## src/rtl/bra_pkg.sv

```systemverilog
// ----------------------------------------------------------------------------
// bra_pkg
// Shared types, codes and defaults of the binary rectangle morphology unit.
// ----------------------------------------------------------------------------
package bra_pkg;

  localparam int DEF_MAX_WIDTH    = 1024;
  localparam int DEF_MAX_HEIGHT   = 1024;
  localparam int DEF_MAX_RADIUS_X = 15;
  localparam int DEF_MAX_RADIUS_Y = 15;

  localparam int CFG_IDX_W  = 3;
  localparam int CFG_DATA_W = 11;
  localparam int SIZE_REG_W = 11;
  localparam int RAD_REG_W  = 4;
  localparam int MODE_W     = 2;

  localparam logic [SIZE_REG_W-1:0] RST_IMAGE_WIDTH  = 11'd1024;
  localparam logic [SIZE_REG_W-1:0] RST_IMAGE_HEIGHT = 11'd1024;
  localparam logic [RAD_REG_W-1:0]  RST_RADIUS_X     = 4'd1;
  localparam logic [RAD_REG_W-1:0]  RST_RADIUS_Y     = 4'd1;

  typedef enum logic [MODE_W-1:0] {
    MODE_ERODE  = 2'd0,
    MODE_DILATE = 2'd1,
    MODE_CLOSE  = 2'd2,
    MODE_OPEN   = 2'd3
  } mode_e;

  typedef enum logic [CFG_IDX_W-1:0] {
    REG_IMAGE_WIDTH  = 3'd0,
    REG_IMAGE_HEIGHT = 3'd1,
    REG_RADIUS_X     = 3'd2,
    REG_RADIUS_Y     = 3'd3,
    REG_OP_MODE      = 3'd4
  } reg_idx_e;

  // Per-item control of one filter stage. For the second stage hit is the
  // in-image gate that is combined with the first stage's value.
  typedef struct packed {
    logic step;
    logic fresh;
    logic hit;
    logic clr;
    logic inv;
  } stage_ctl_t;

  typedef struct packed {
    logic emit;
    logic last;
    logic cascade;
  } out_ctl_t;

endpackage

```

## src/rtl/bra_front.sv

```systemverilog
// ----------------------------------------------------------------------------
// bra_front
// Configuration registers, raster positions, fill counters and the per-item
// decisions of both stages, all settled when an item is taken.
// ----------------------------------------------------------------------------
module bra_front #(
  parameter int MAX_WIDTH    = bra_pkg::DEF_MAX_WIDTH,
  parameter int MAX_HEIGHT   = bra_pkg::DEF_MAX_HEIGHT,
  parameter int MAX_RADIUS_X = bra_pkg::DEF_MAX_RADIUS_X,
  parameter int MAX_RADIUS_Y = bra_pkg::DEF_MAX_RADIUS_Y,
  localparam int CW  = $clog2(MAX_WIDTH),
  localparam int WIN = 2 * MAX_RADIUS_X + 1,
  localparam int RYW = $clog2(MAX_RADIUS_Y + 1)
) (
  input  logic                              clk,
  input  logic                              rst_n,
  input  logic                              cfg_we,
  input  logic [bra_pkg::CFG_IDX_W-1:0]     cfg_idx,
  input  logic [bra_pkg::CFG_DATA_W-1:0]    cfg_data,
  input  logic                              acc,
  input  logic                              pixel,
  input  logic                              drain,
  output bra_pkg::stage_ctl_t               s1,
  output logic [CW-1:0]                     col1,
  output logic [WIN-1:0]                    mask1,
  output bra_pkg::stage_ctl_t               s2,
  output logic [CW-1:0]                     col2,
  output logic [WIN-1:0]                    mask2,
  output bra_pkg::out_ctl_t                 oc,
  output logic [RYW-1:0]                    ry_eff
);

  localparam int WW = $clog2(MAX_WIDTH + 1);
  localparam int HW = $clog2(MAX_HEIGHT + 1);
  localparam int RXW = $clog2(MAX_RADIUS_X + 1);
  localparam int RW = $clog2(MAX_HEIGHT) + 2;
  localparam int FW = $clog2(MAX_RADIUS_Y * MAX_WIDTH + MAX_RADIUS_X + 1);
  localparam int OW = $clog2(MAX_WIDTH * MAX_HEIGHT + 1);

  logic [bra_pkg::SIZE_REG_W-1:0] width_r, height_r;
  logic [bra_pkg::RAD_REG_W-1:0]  rx_r, ry_r;
  bra_pkg::mode_e                 mode_r;

  logic [CW-1:0] in_col1_r, ctr_col1_r, in_col2_r, ctr_col2_r;
  logic [RW-1:0] in_row1_r, ctr_row1_r, in_row2_r, ctr_row2_r;
  logic [FW-1:0] fill1_r, fill2_r;
  logic [OW-1:0] cnt_r;
  logic [WW-1:0] hw1_r, hw2_r;

  logic [CW-1:0] in_col1_c, ctr_col1_c, in_col2_c, ctr_col2_c;
  logic [RW-1:0] in_row1_c, ctr_row1_c, in_row2_c, ctr_row2_c;
  logic [FW-1:0] fill1_c, fill2_c;
  logic [OW-1:0] cnt_c;
  logic [WW-1:0] hw1_c, hw2_c;

  logic [CW-1:0] in_col1_nxt, ctr_col1_nxt, in_col2_nxt, ctr_col2_nxt;
  logic [RW-1:0] in_row1_nxt, ctr_row1_nxt, in_row2_nxt, ctr_row2_nxt;
  logic [FW-1:0] fill1_nxt, fill2_nxt;
  logic [OW-1:0] cnt_nxt;
  logic [WW-1:0] hw1_nxt, hw2_nxt;

  logic [WW-1:0]  w_eff;
  logic [HW-1:0]  h_eff;
  logic [RXW-1:0] rx_eff;
  logic [FW-1:0]  lag;
  logic [OW-1:0]  total;
  logic           inv1, inv2, cascade;
  logic           ignore, new_frame, step1, prod1, go2, prod2, prod, emit;
  logic [RW-1:0]  row;

  always_comb begin
    if (width_r == '0) w_eff = WW'(1);
    else if (32'(width_r) > 32'(MAX_WIDTH)) w_eff = WW'(MAX_WIDTH);
    else w_eff = WW'(width_r);
    if (height_r == '0) h_eff = HW'(1);
    else if (32'(height_r) > 32'(MAX_HEIGHT)) h_eff = HW'(MAX_HEIGHT);
    else h_eff = HW'(height_r);
    rx_eff = (32'(rx_r) > 32'(MAX_RADIUS_X)) ? RXW'(MAX_RADIUS_X) : RXW'(rx_r);
    ry_eff = (32'(ry_r) > 32'(MAX_RADIUS_Y)) ? RYW'(MAX_RADIUS_Y) : RYW'(ry_r);
  end

  assign lag     = FW'(32'(ry_eff) * 32'(w_eff) + 32'(rx_eff));
  assign total   = OW'(32'(w_eff) * 32'(h_eff));
  assign inv1    = (mode_r == bra_pkg::MODE_ERODE) || (mode_r == bra_pkg::MODE_OPEN);
  assign inv2    = (mode_r == bra_pkg::MODE_CLOSE);
  assign cascade = (mode_r == bra_pkg::MODE_CLOSE) || (mode_r == bra_pkg::MODE_OPEN);

  assign ignore    = drain && ((32'(in_row1_r) < 32'(h_eff)) || (32'(cnt_r) >= 32'(total)));
  assign new_frame = !drain && (32'(in_row1_r) >= 32'(h_eff));
  assign step1     = acc && !ignore;

  // counters as seen by this item, after a frame restart
  assign in_col1_c  = new_frame ? '0 : in_col1_r;
  assign in_row1_c  = new_frame ? '0 : in_row1_r;
  assign ctr_col1_c = new_frame ? '0 : ctr_col1_r;
  assign ctr_row1_c = new_frame ? '0 : ctr_row1_r;
  assign fill1_c    = new_frame ? '0 : fill1_r;
  assign in_col2_c  = new_frame ? '0 : in_col2_r;
  assign in_row2_c  = new_frame ? '0 : in_row2_r;
  assign ctr_col2_c = new_frame ? '0 : ctr_col2_r;
  assign ctr_row2_c = new_frame ? '0 : ctr_row2_r;
  assign fill2_c    = new_frame ? '0 : fill2_r;
  assign cnt_c      = new_frame ? '0 : cnt_r;
  assign hw1_c      = new_frame ? '0 : hw1_r;
  assign hw2_c      = new_frame ? '0 : hw2_r;

  assign prod1 = (fill1_c >= lag);
  assign go2   = prod1 && cascade;
  assign prod2 = (fill2_c >= lag);
  assign prod  = cascade ? (go2 && prod2) : prod1;
  assign row   = cascade ? ctr_row2_c : ctr_row1_c;
  assign emit  = prod && (32'(row) < 32'(h_eff)) && (32'(cnt_c) < 32'(total));

  always_comb begin
    in_col1_nxt  = in_col1_c;
    in_row1_nxt  = in_row1_c;
    ctr_col1_nxt = ctr_col1_c;
    ctr_row1_nxt = ctr_row1_c;
    fill1_nxt    = fill1_c;
    in_col2_nxt  = in_col2_c;
    in_row2_nxt  = in_row2_c;
    ctr_col2_nxt = ctr_col2_c;
    ctr_row2_nxt = ctr_row2_c;
    fill2_nxt    = fill2_c;
    cnt_nxt      = cnt_c;
    hw1_nxt      = hw1_c;
    hw2_nxt      = hw2_c;
    // columns are written in order from zero, so a count marks the written ones
    if (32'(in_col1_c) >= 32'(hw1_c)) begin
      hw1_nxt = WW'(32'(in_col1_c) + 32'd1);
    end
    if (32'(in_col1_c) + 32'd1 >= 32'(w_eff)) begin
      in_col1_nxt = '0;
      in_row1_nxt = in_row1_c + 1'b1;
    end else begin
      in_col1_nxt = in_col1_c + 1'b1;
    end
    if (!prod1) begin
      fill1_nxt = fill1_c + 1'b1;
    end else if (32'(ctr_col1_c) + 32'd1 >= 32'(w_eff)) begin
      ctr_col1_nxt = '0;
      ctr_row1_nxt = ctr_row1_c + 1'b1;
    end else begin
      ctr_col1_nxt = ctr_col1_c + 1'b1;
    end
    if (go2) begin
      if (32'(in_col2_c) >= 32'(hw2_c)) begin
        hw2_nxt = WW'(32'(in_col2_c) + 32'd1);
      end
      if (32'(in_col2_c) + 32'd1 >= 32'(w_eff)) begin
        in_col2_nxt = '0;
        in_row2_nxt = in_row2_c + 1'b1;
      end else begin
        in_col2_nxt = in_col2_c + 1'b1;
      end
      if (!prod2) begin
        fill2_nxt = fill2_c + 1'b1;
      end else if (32'(ctr_col2_c) + 32'd1 >= 32'(w_eff)) begin
        ctr_col2_nxt = '0;
        ctr_row2_nxt = ctr_row2_c + 1'b1;
      end else begin
        ctr_col2_nxt = ctr_col2_c + 1'b1;
      end
    end
    if (emit) begin
      cnt_nxt = cnt_c + 1'b1;
    end
  end

  // window taps that land on in-image columns around the output column
  always_comb begin
    for (int k = 0; k < WIN; k++) begin
      mask1[k] = (k <= 2 * int'(rx_eff)) && (k <= int'(ctr_col1_c) + int'(rx_eff)) &&
                 (k + int'(w_eff) > int'(ctr_col1_c) + int'(rx_eff));
      mask2[k] = (k <= 2 * int'(rx_eff)) && (k <= int'(ctr_col2_c) + int'(rx_eff)) &&
                 (k + int'(w_eff) > int'(ctr_col2_c) + int'(rx_eff));
    end
  end

  always_comb begin
    s1.step  = step1;
    s1.fresh = (32'(in_col1_c) >= 32'(hw1_c));
    s1.hit   = !drain && (pixel != inv1);
    s1.clr   = new_frame;
    s1.inv   = inv1;
    s2.step  = go2;
    s2.fresh = (32'(in_col2_c) >= 32'(hw2_c));
    s2.hit   = (32'(ctr_row1_c) < 32'(h_eff));
    s2.clr   = new_frame;
    s2.inv   = inv2;
    oc.emit    = emit;
    oc.last    = (32'(cnt_c) + 32'd1 == 32'(total));
    oc.cascade = cascade;
  end

  assign col1 = in_col1_c;
  assign col2 = in_col2_c;

  always_ff @(posedge clk) begin
    if (!rst_n) begin
      width_r    <= bra_pkg::RST_IMAGE_WIDTH;
      height_r   <= bra_pkg::RST_IMAGE_HEIGHT;
      rx_r       <= bra_pkg::RST_RADIUS_X;
      ry_r       <= bra_pkg::RST_RADIUS_Y;
      mode_r     <= bra_pkg::MODE_ERODE;
      in_col1_r  <= '0;
      in_row1_r  <= '0;
      ctr_col1_r <= '0;
      ctr_row1_r <= '0;
      fill1_r    <= '0;
      in_col2_r  <= '0;
      in_row2_r  <= '0;
      ctr_col2_r <= '0;
      ctr_row2_r <= '0;
      fill2_r    <= '0;
      cnt_r      <= '0;
      hw1_r      <= '0;
      hw2_r      <= '0;
    end else begin
      if (cfg_we) begin
        unique case (cfg_idx)
          bra_pkg::REG_IMAGE_WIDTH:  width_r  <= cfg_data;
          bra_pkg::REG_IMAGE_HEIGHT: height_r <= cfg_data;
          bra_pkg::REG_RADIUS_X:     rx_r     <= cfg_data[bra_pkg::RAD_REG_W-1:0];
          bra_pkg::REG_RADIUS_Y:     ry_r     <= cfg_data[bra_pkg::RAD_REG_W-1:0];
          bra_pkg::REG_OP_MODE:      mode_r   <= bra_pkg::mode_e'(cfg_data[bra_pkg::MODE_W-1:0]);
          default: ;
        endcase
      end
      if (step1) begin
        in_col1_r  <= in_col1_nxt;
        in_row1_r  <= in_row1_nxt;
        ctr_col1_r <= ctr_col1_nxt;
        ctr_row1_r <= ctr_row1_nxt;
        fill1_r    <= fill1_nxt;
        in_col2_r  <= in_col2_nxt;
        in_row2_r  <= in_row2_nxt;
        ctr_col2_r <= ctr_col2_nxt;
        ctr_row2_r <= ctr_row2_nxt;
        fill2_r    <= fill2_nxt;
        cnt_r      <= cnt_nxt;
        hw1_r      <= hw1_nxt;
        hw2_r      <= hw2_nxt;
      end
    end
  end

endmodule

```

## config.mk

```make
export PLATFORM = sky130hd
export DESIGN_NAME = bra_front
export DESIGN_NICKNAME = d
export VERILOG_FILES = /design/src/rtl/bra_pkg.sv /design/src/rtl/bra_front.sv
export SDC_FILE = /design/constraint.sdc
export NUM_CORES = 2
export LEC_CHECK = 0
export BUFFER_PORTS_ARGS = -buffer_cell sky130_fd_sc_hd__buf_2
export CAP_MARGIN = 20
export CORE_MARGIN = 2
export CORE_UTILIZATION = 25
export CTS_CLUSTER_SIZE = 10
export DETAILED_ROUTE_END_ITERATION = 10
export GPL_TIMING_DRIVEN = 1
export RECOVER_POWER = 100
export SYNTH_ARGS = -nofsm -noshare
export SYNTH_HDL_FRONTEND = slang
export SYNTH_SLANG_ARGS = --single-unit
```

## constraint.sdc

```tcl
create_clock -name clk -period 33.8 [get_ports clk]
set_clock_uncertainty 0.2 [all_clocks]
set_input_delay 8.45 -clock clk [delete_from_list [all_inputs] [get_ports clk]]
set_output_delay 8.45 -clock clk [all_outputs]
set_load 0.005 [all_outputs]
```

---- After elaboration in Yosys (flattened, before gate mapping) ----
Cells that the tools add are included.
operators by class
  reduce and logical (&&, ||, !) cells .... 146
  $mul .................................... 2
  equality and inequality tests ........... 8
  order comparisons ....................... 171
  $add $sub $neg .......................... 48
  multiplexer cells ....................... 39
operators by type and width
  operator               count
  $le 6x32->1 const A    30
  $gt 13x32->1           29
  $gt 32x32->1           29
  $le 5x32->1 const A    16
  $le 4x32->1 const A    8
  $add 5x11->12 const A  15
  $logic_and 1x1->1      132
  $le 3x32->1 const A    4
  $mux 10                12
  $mux 12                10
  $mux 11                9
  $add 4x11->12 const A  8
  $le 5x5->1 const A     15
  $mux 14                5
  $gt 12x32->1           2
  $le 1x32->1 const A    2
  $le 2x32->1 const A    2
  $add 3x11->12 const A  4
  $add 10x1->11 const B  4
  $ge 11x11->1           4
  $mux 21                2
  $add 10x1->10 const B  4
  $le 4x5->1 const A     8
  $add 12x1->12 const B  3
  34 further kinds       57
storage, ports and cells
  logic and storage cells ................. 431
  register bits ........................... 179
  bits of input ports ..................... 20
  output and inout port bits .............. 99

---- Logic depth before layout (Yosys ltp) ----
  word-level depth ........................ 13
  mapped depth ............................ 38

---- Least setup slack after synthesis ----
No wires, ideal clock.
  path type ............................... input to output
  start ................................... in drain
  end ..................................... out mask1[16]
  arrival time ............................ 14,032 ps
  buffers on the path ..................... 6
  cell stages on the path ................. 23
  required time ........................... 25,150 ps
  setup slack ............................. 11,118 ps
  path through ............................ a21o_1 -> buf_2 -> clkbuf_1 -> clkbuf_1 -> clkbuf_1 -> clkbuf_1 -> clkbuf_1 -> and2_1 -> ha_1 -> fa_1 -> a21oi_1 -> nor2_1 -> nor2_1 -> xnor2_1 -> ha_1 -> nor2_1 -> o21a_1 -> o21ai_0 -> nand2b_1 -> a21oi_1 -> nor2b_1 -> o211ai_1 -> a2111oi_0
between the ends
  word-level cells in the longest chain between the ends .. 7
  elaborated cells between the ends (all ways) .. 8
  those cells by class .................... add/sub (1); order compare (2); mux (1); reduce/logical (4)
RTL lines
  item                 line                                text
  start: declaration   bra_front.sv:22                     input logic drain,
  $logic_not 1->1 *    bra_front.sv:89                     assign new_frame = !drain && (32'(in_row1_r) >= 32'(h_eff));
  $logic_and 1x1->1 *  bra_front.sv:89
  $mux 10 *            bra_front.sv:95                     assign ctr_col1_c = new_frame ? '0 : ctr_col1_r;
  $add 10x4->11 *      bra_front.sv:173, bra_front.sv:174
  $le 6x32->1          bra_front.sv:173                    mask1[k] = (k <= 2 * int'(rx_eff)) && (k <= int'(ctr_col1_c) + int'(rx_eff)) &&
  $logic_and 1x1->1    bra_front.sv:173
  $logic_and 1x1->1 *  bra_front.sv:173
  end: declaration     bra_front.sv:25                     output logic [WIN-1:0] mask1,
Mark *: on every way between the ends. The rest lies on a longest branch, timed or not.

---- Final worst setup path ----
  start ................................... in drain
  end ..................................... out mask1[30]
The elaborated chain is that of the path after synthesis.

==> flow_summary.yaml <==
status:
  status: "complete, but fails checks"
  violations: "capacitance limit, slew limit"
critical_path:
  r2r_end: "cnt_r[0]"
  cpMaxStageDelayCell: "clkinvlp_2"
  path_cells: "clkbuf_1, a21o_1, clkbuf_1, clkinvlp_2, clkbuf_1, or2_2, buf_4, ha_1, a21o_1, a21oi_1, a2bb2oi_1, a2111oi_0, clkbuf_1"
  path_buf_inv: 6
  reg2reg_slack_ps: 20810
  critPathMaxFanout: 66
  cp_common_cell: "clkbuf_1"
  critPathLaunchType: "input pin"
  critical_path.endpoint: "mask1[30]"
  critPathCaptureType: "output port"
  critPathKind: "input pin to output port"
  worstPathRequired_ps: 25150
  cp.depth: 13
  reg2reg_depth: 25
  cp_top_family: "buffers and inverters"
  crit_start: "drain"
  rr_startpoint: "height_r[4]"
  arrival_ps: 18190
  slowest_delay_ps: 2290
clocking:
  cts_tree: "yes"
  clockBufferDepth: 2
  cts_resized: 0
  cts_hold_buf: 0
  cts-root-buf: "clkbuf_16"
  cts_sinks: 179
  cts_setup_buffers: 0
  h-tree-depth: 4
  clkSlewWorstSetupHoldPaths_ps: 80
  numCtsBuffers: 17
  clk_latency_ps: 510
final_layout:
  final_cell_mix: "775 x ha_1, 476 x nand2_1, 396 x nor2_1"
  drive_gt1_share_pct: 4.36
  final_util_pct: 27.4
  syn2layout_area_growth_pct: 9.20
  layout_commonest_cell: "ha_1"
  fin_cells: 6471
  nets: 5474
logic_synthesis:
  synth_edf_count: 0
  netlist_instances: 4567
  synth_cell_types: 85
  avgSynthCellArea_um2: 7.64
  yosys_most_used_dff: "dfxtp_1"
  syn_nets: 5463
  ys.warnings.count: 0
  synth_top_area_share_pct: 27.8
  synth-seq-area-share_pct: 10.3
  yosysTopAreaCell: "ha_1"
  yosys_register_bits: 179
  syn_area_mm2: 0.0349
  ys_async_sr_fraction_pct: 0
  ys_top_cells_by_area: "ha_1 28%, dfxtp_1 10%, fa_1 5.8%, xnor2_1 5.7%, nand2_1 5.2%"
floorplan:
  io_pins: 119
  die_x_um: 378
  num_rows: 137
  start_util_pct: 25.1
  coreArea_mm2: 0.139
  die_area_mm2: 0.143
  fp.dieH_um: 378
grt:
  antenna_found_initial: 11
  grt_pass1_vias: 33800
  grt-ovfl-total: 0
  grt_pass1_wl_um: 210000
  grt_max_degree: 79
  grt_usage_pct: 19.3
sta:
  tns_ps: 0
  post-route-period-util_pct: 79.4
  min_period_ps: 26840
  worst_slew_margin_rel_pct: -172
  clock.fmax_mhz: 37.3
  hold_viol_final: 0
  worst_slew_pin_slew_ps: 4080
  setup_viol: 0
  grt_setup_unrepaired: "false"
  slew_viol_final: 325
power:
  peakVddDrop_mv: 0.0306
  powerDensity_mw_per_mm2: 13.8
  power_mw: 0.526
  p_leak_nw: 16.3
flow_run:
  drv_cap: 5
detailed_routing:
  drcViolationCount: 0
  vias_per_cell: 5.35
  dr_wl_met2_um: 59500
  drtPass1Iterations: 6
  vias: 34600
  routedLengthMet1_um: 58900
  dr_wl_met3_um: 13900
  wirelength_um: 139000
  antenna_left: 0
  drt-initial-drc-count: 3243
  maxUsedRoutingLayer: "met5"
  routedWlPerCell_um: 21.6
placement:
  gp_congestion: 0.987
  hpwl_um: 102000
  port-buffer-count: 118
  placed_cells: 6433
worst_hold_path:
  hold_class: "flip-flop to flip-flop"
report_power, final:
group | switching, mW | internal, mW
clock network | 0.101 | 0.114
logic | 0.0642 | 0.0325
registers | 0.00224 | 0.212
layer usage:
metal / GRT usage, % / vias up
met2: 29.9 / 1492
met5: 0 / -
met3: 4.54 / 368
met4: 8.60 / 14
li1: - / 16300
met1: 25.2 / 16500
worst min-delay path by stage:
stage / startpoint / to / slack, ps / depth (start not counted)
finish: in_col1_r[5] / in_col1_r[5] / 270 / 2
global route: width_r[0] / width_r[0] / 290 / 2
detailed placement: width_r[7] / width_r[7] / 260 / 2
floorplan: in_col1_r[7] / in_col1_r[7] / 240 / 2
global placement: in_col1_r[6] / in_col1_r[6] / 250 / 2
CTS: width_r[7] / width_r[7] / 270 / 2
flip-flops by register name, summed over array words and instances (netlist names):
name and cells:
rx_eff 4, fill2_r 14, ctr_row1_r 12, hw1_r 11, ry_eff 4, in_col1_r 10, cnt_r 21, fill1_r 14
mode_r 2, ctr_row2_r 12, ctr_col1_r 10, in_row1_r 12, height_r 11, width_r 11, ctr_col2_r 10, in_col2_r 10
hw2_r 11
cell type report:
type / instances / area, µm²
diodes: 4 / 10.0
clock buffers: 20 / 457
clock inverters: 12 / 146
fillers: 15200 / 101000
inverters: 254 / 956
multi-input cells: 3939 / 29600
flip-flops and latches: 179 / 3580
well taps: 1876 / 2350
repair buffers: 187 / 980
cells by family (layout without fill, tap and decap cells):
kind of cell	after synthesis	in the layout	synth area share [%]
other	0	4	0
flip-flops	179	179	10.3
AND/OR/NAND/NOR	1655	1655	22.9
buffers and inverters	449	473	5.01
AO/OA/AOI/OAI	1054	1054	19.2
multiplexers	24	24	0.710
XOR/XNOR	329	329	8.30
adder cells (fa/ha/maj)	877	877	33.6
Yosys cell counts, drive strengths merged, types with 61 or more instances:
library cell and number:
a21o 220, nor3 61, clkbuf 141, nand4 93, xor2 99, fa 101, a21oi 338, o21ai 208
nor2b 83, and2 106, inv 247, nand3 173, ha 775, xnor2 229, dfxtp 179, nor2 396
nand2b 74, nand2 485
worst register-to-register path, cell delays in order, from the launching register on:
cell	delay (ps)
dfxtp_1	330
nor4_1	280
nand3_1	130
o21ai_0	200
and2_1	310
inv_1	310
ha_1	400
nand3_1	100
o21ai_0	100
a2111oi_0	650
a21o_1	1080
clkbuf_1	2220
clkinvlp_2	2300
clkbuf_1	1030
a21oi_1	390
ha_1	290
and4_1	210
a21oi_1	150
nand2_1	70
nand4_1	90
nand3_1	80
a211oi_1	370
o21ai_0	320
a211oi_1	910
xor2_1	210
nor2_1	50
through the flow:
stage / worst slack [ps] / hold WS, ps / area [µm²]
floorplan: 11120 / 236 / 34900
global route: 6530 / 290 / 38100
detailed placement: 11690 / 262 / 37600
finish: 6960 / 270 / 38100
global placement: 11530 / 249 / 37600
CTS: 11660 / 272 / 38200
Power figures use the tool's default switching activity.
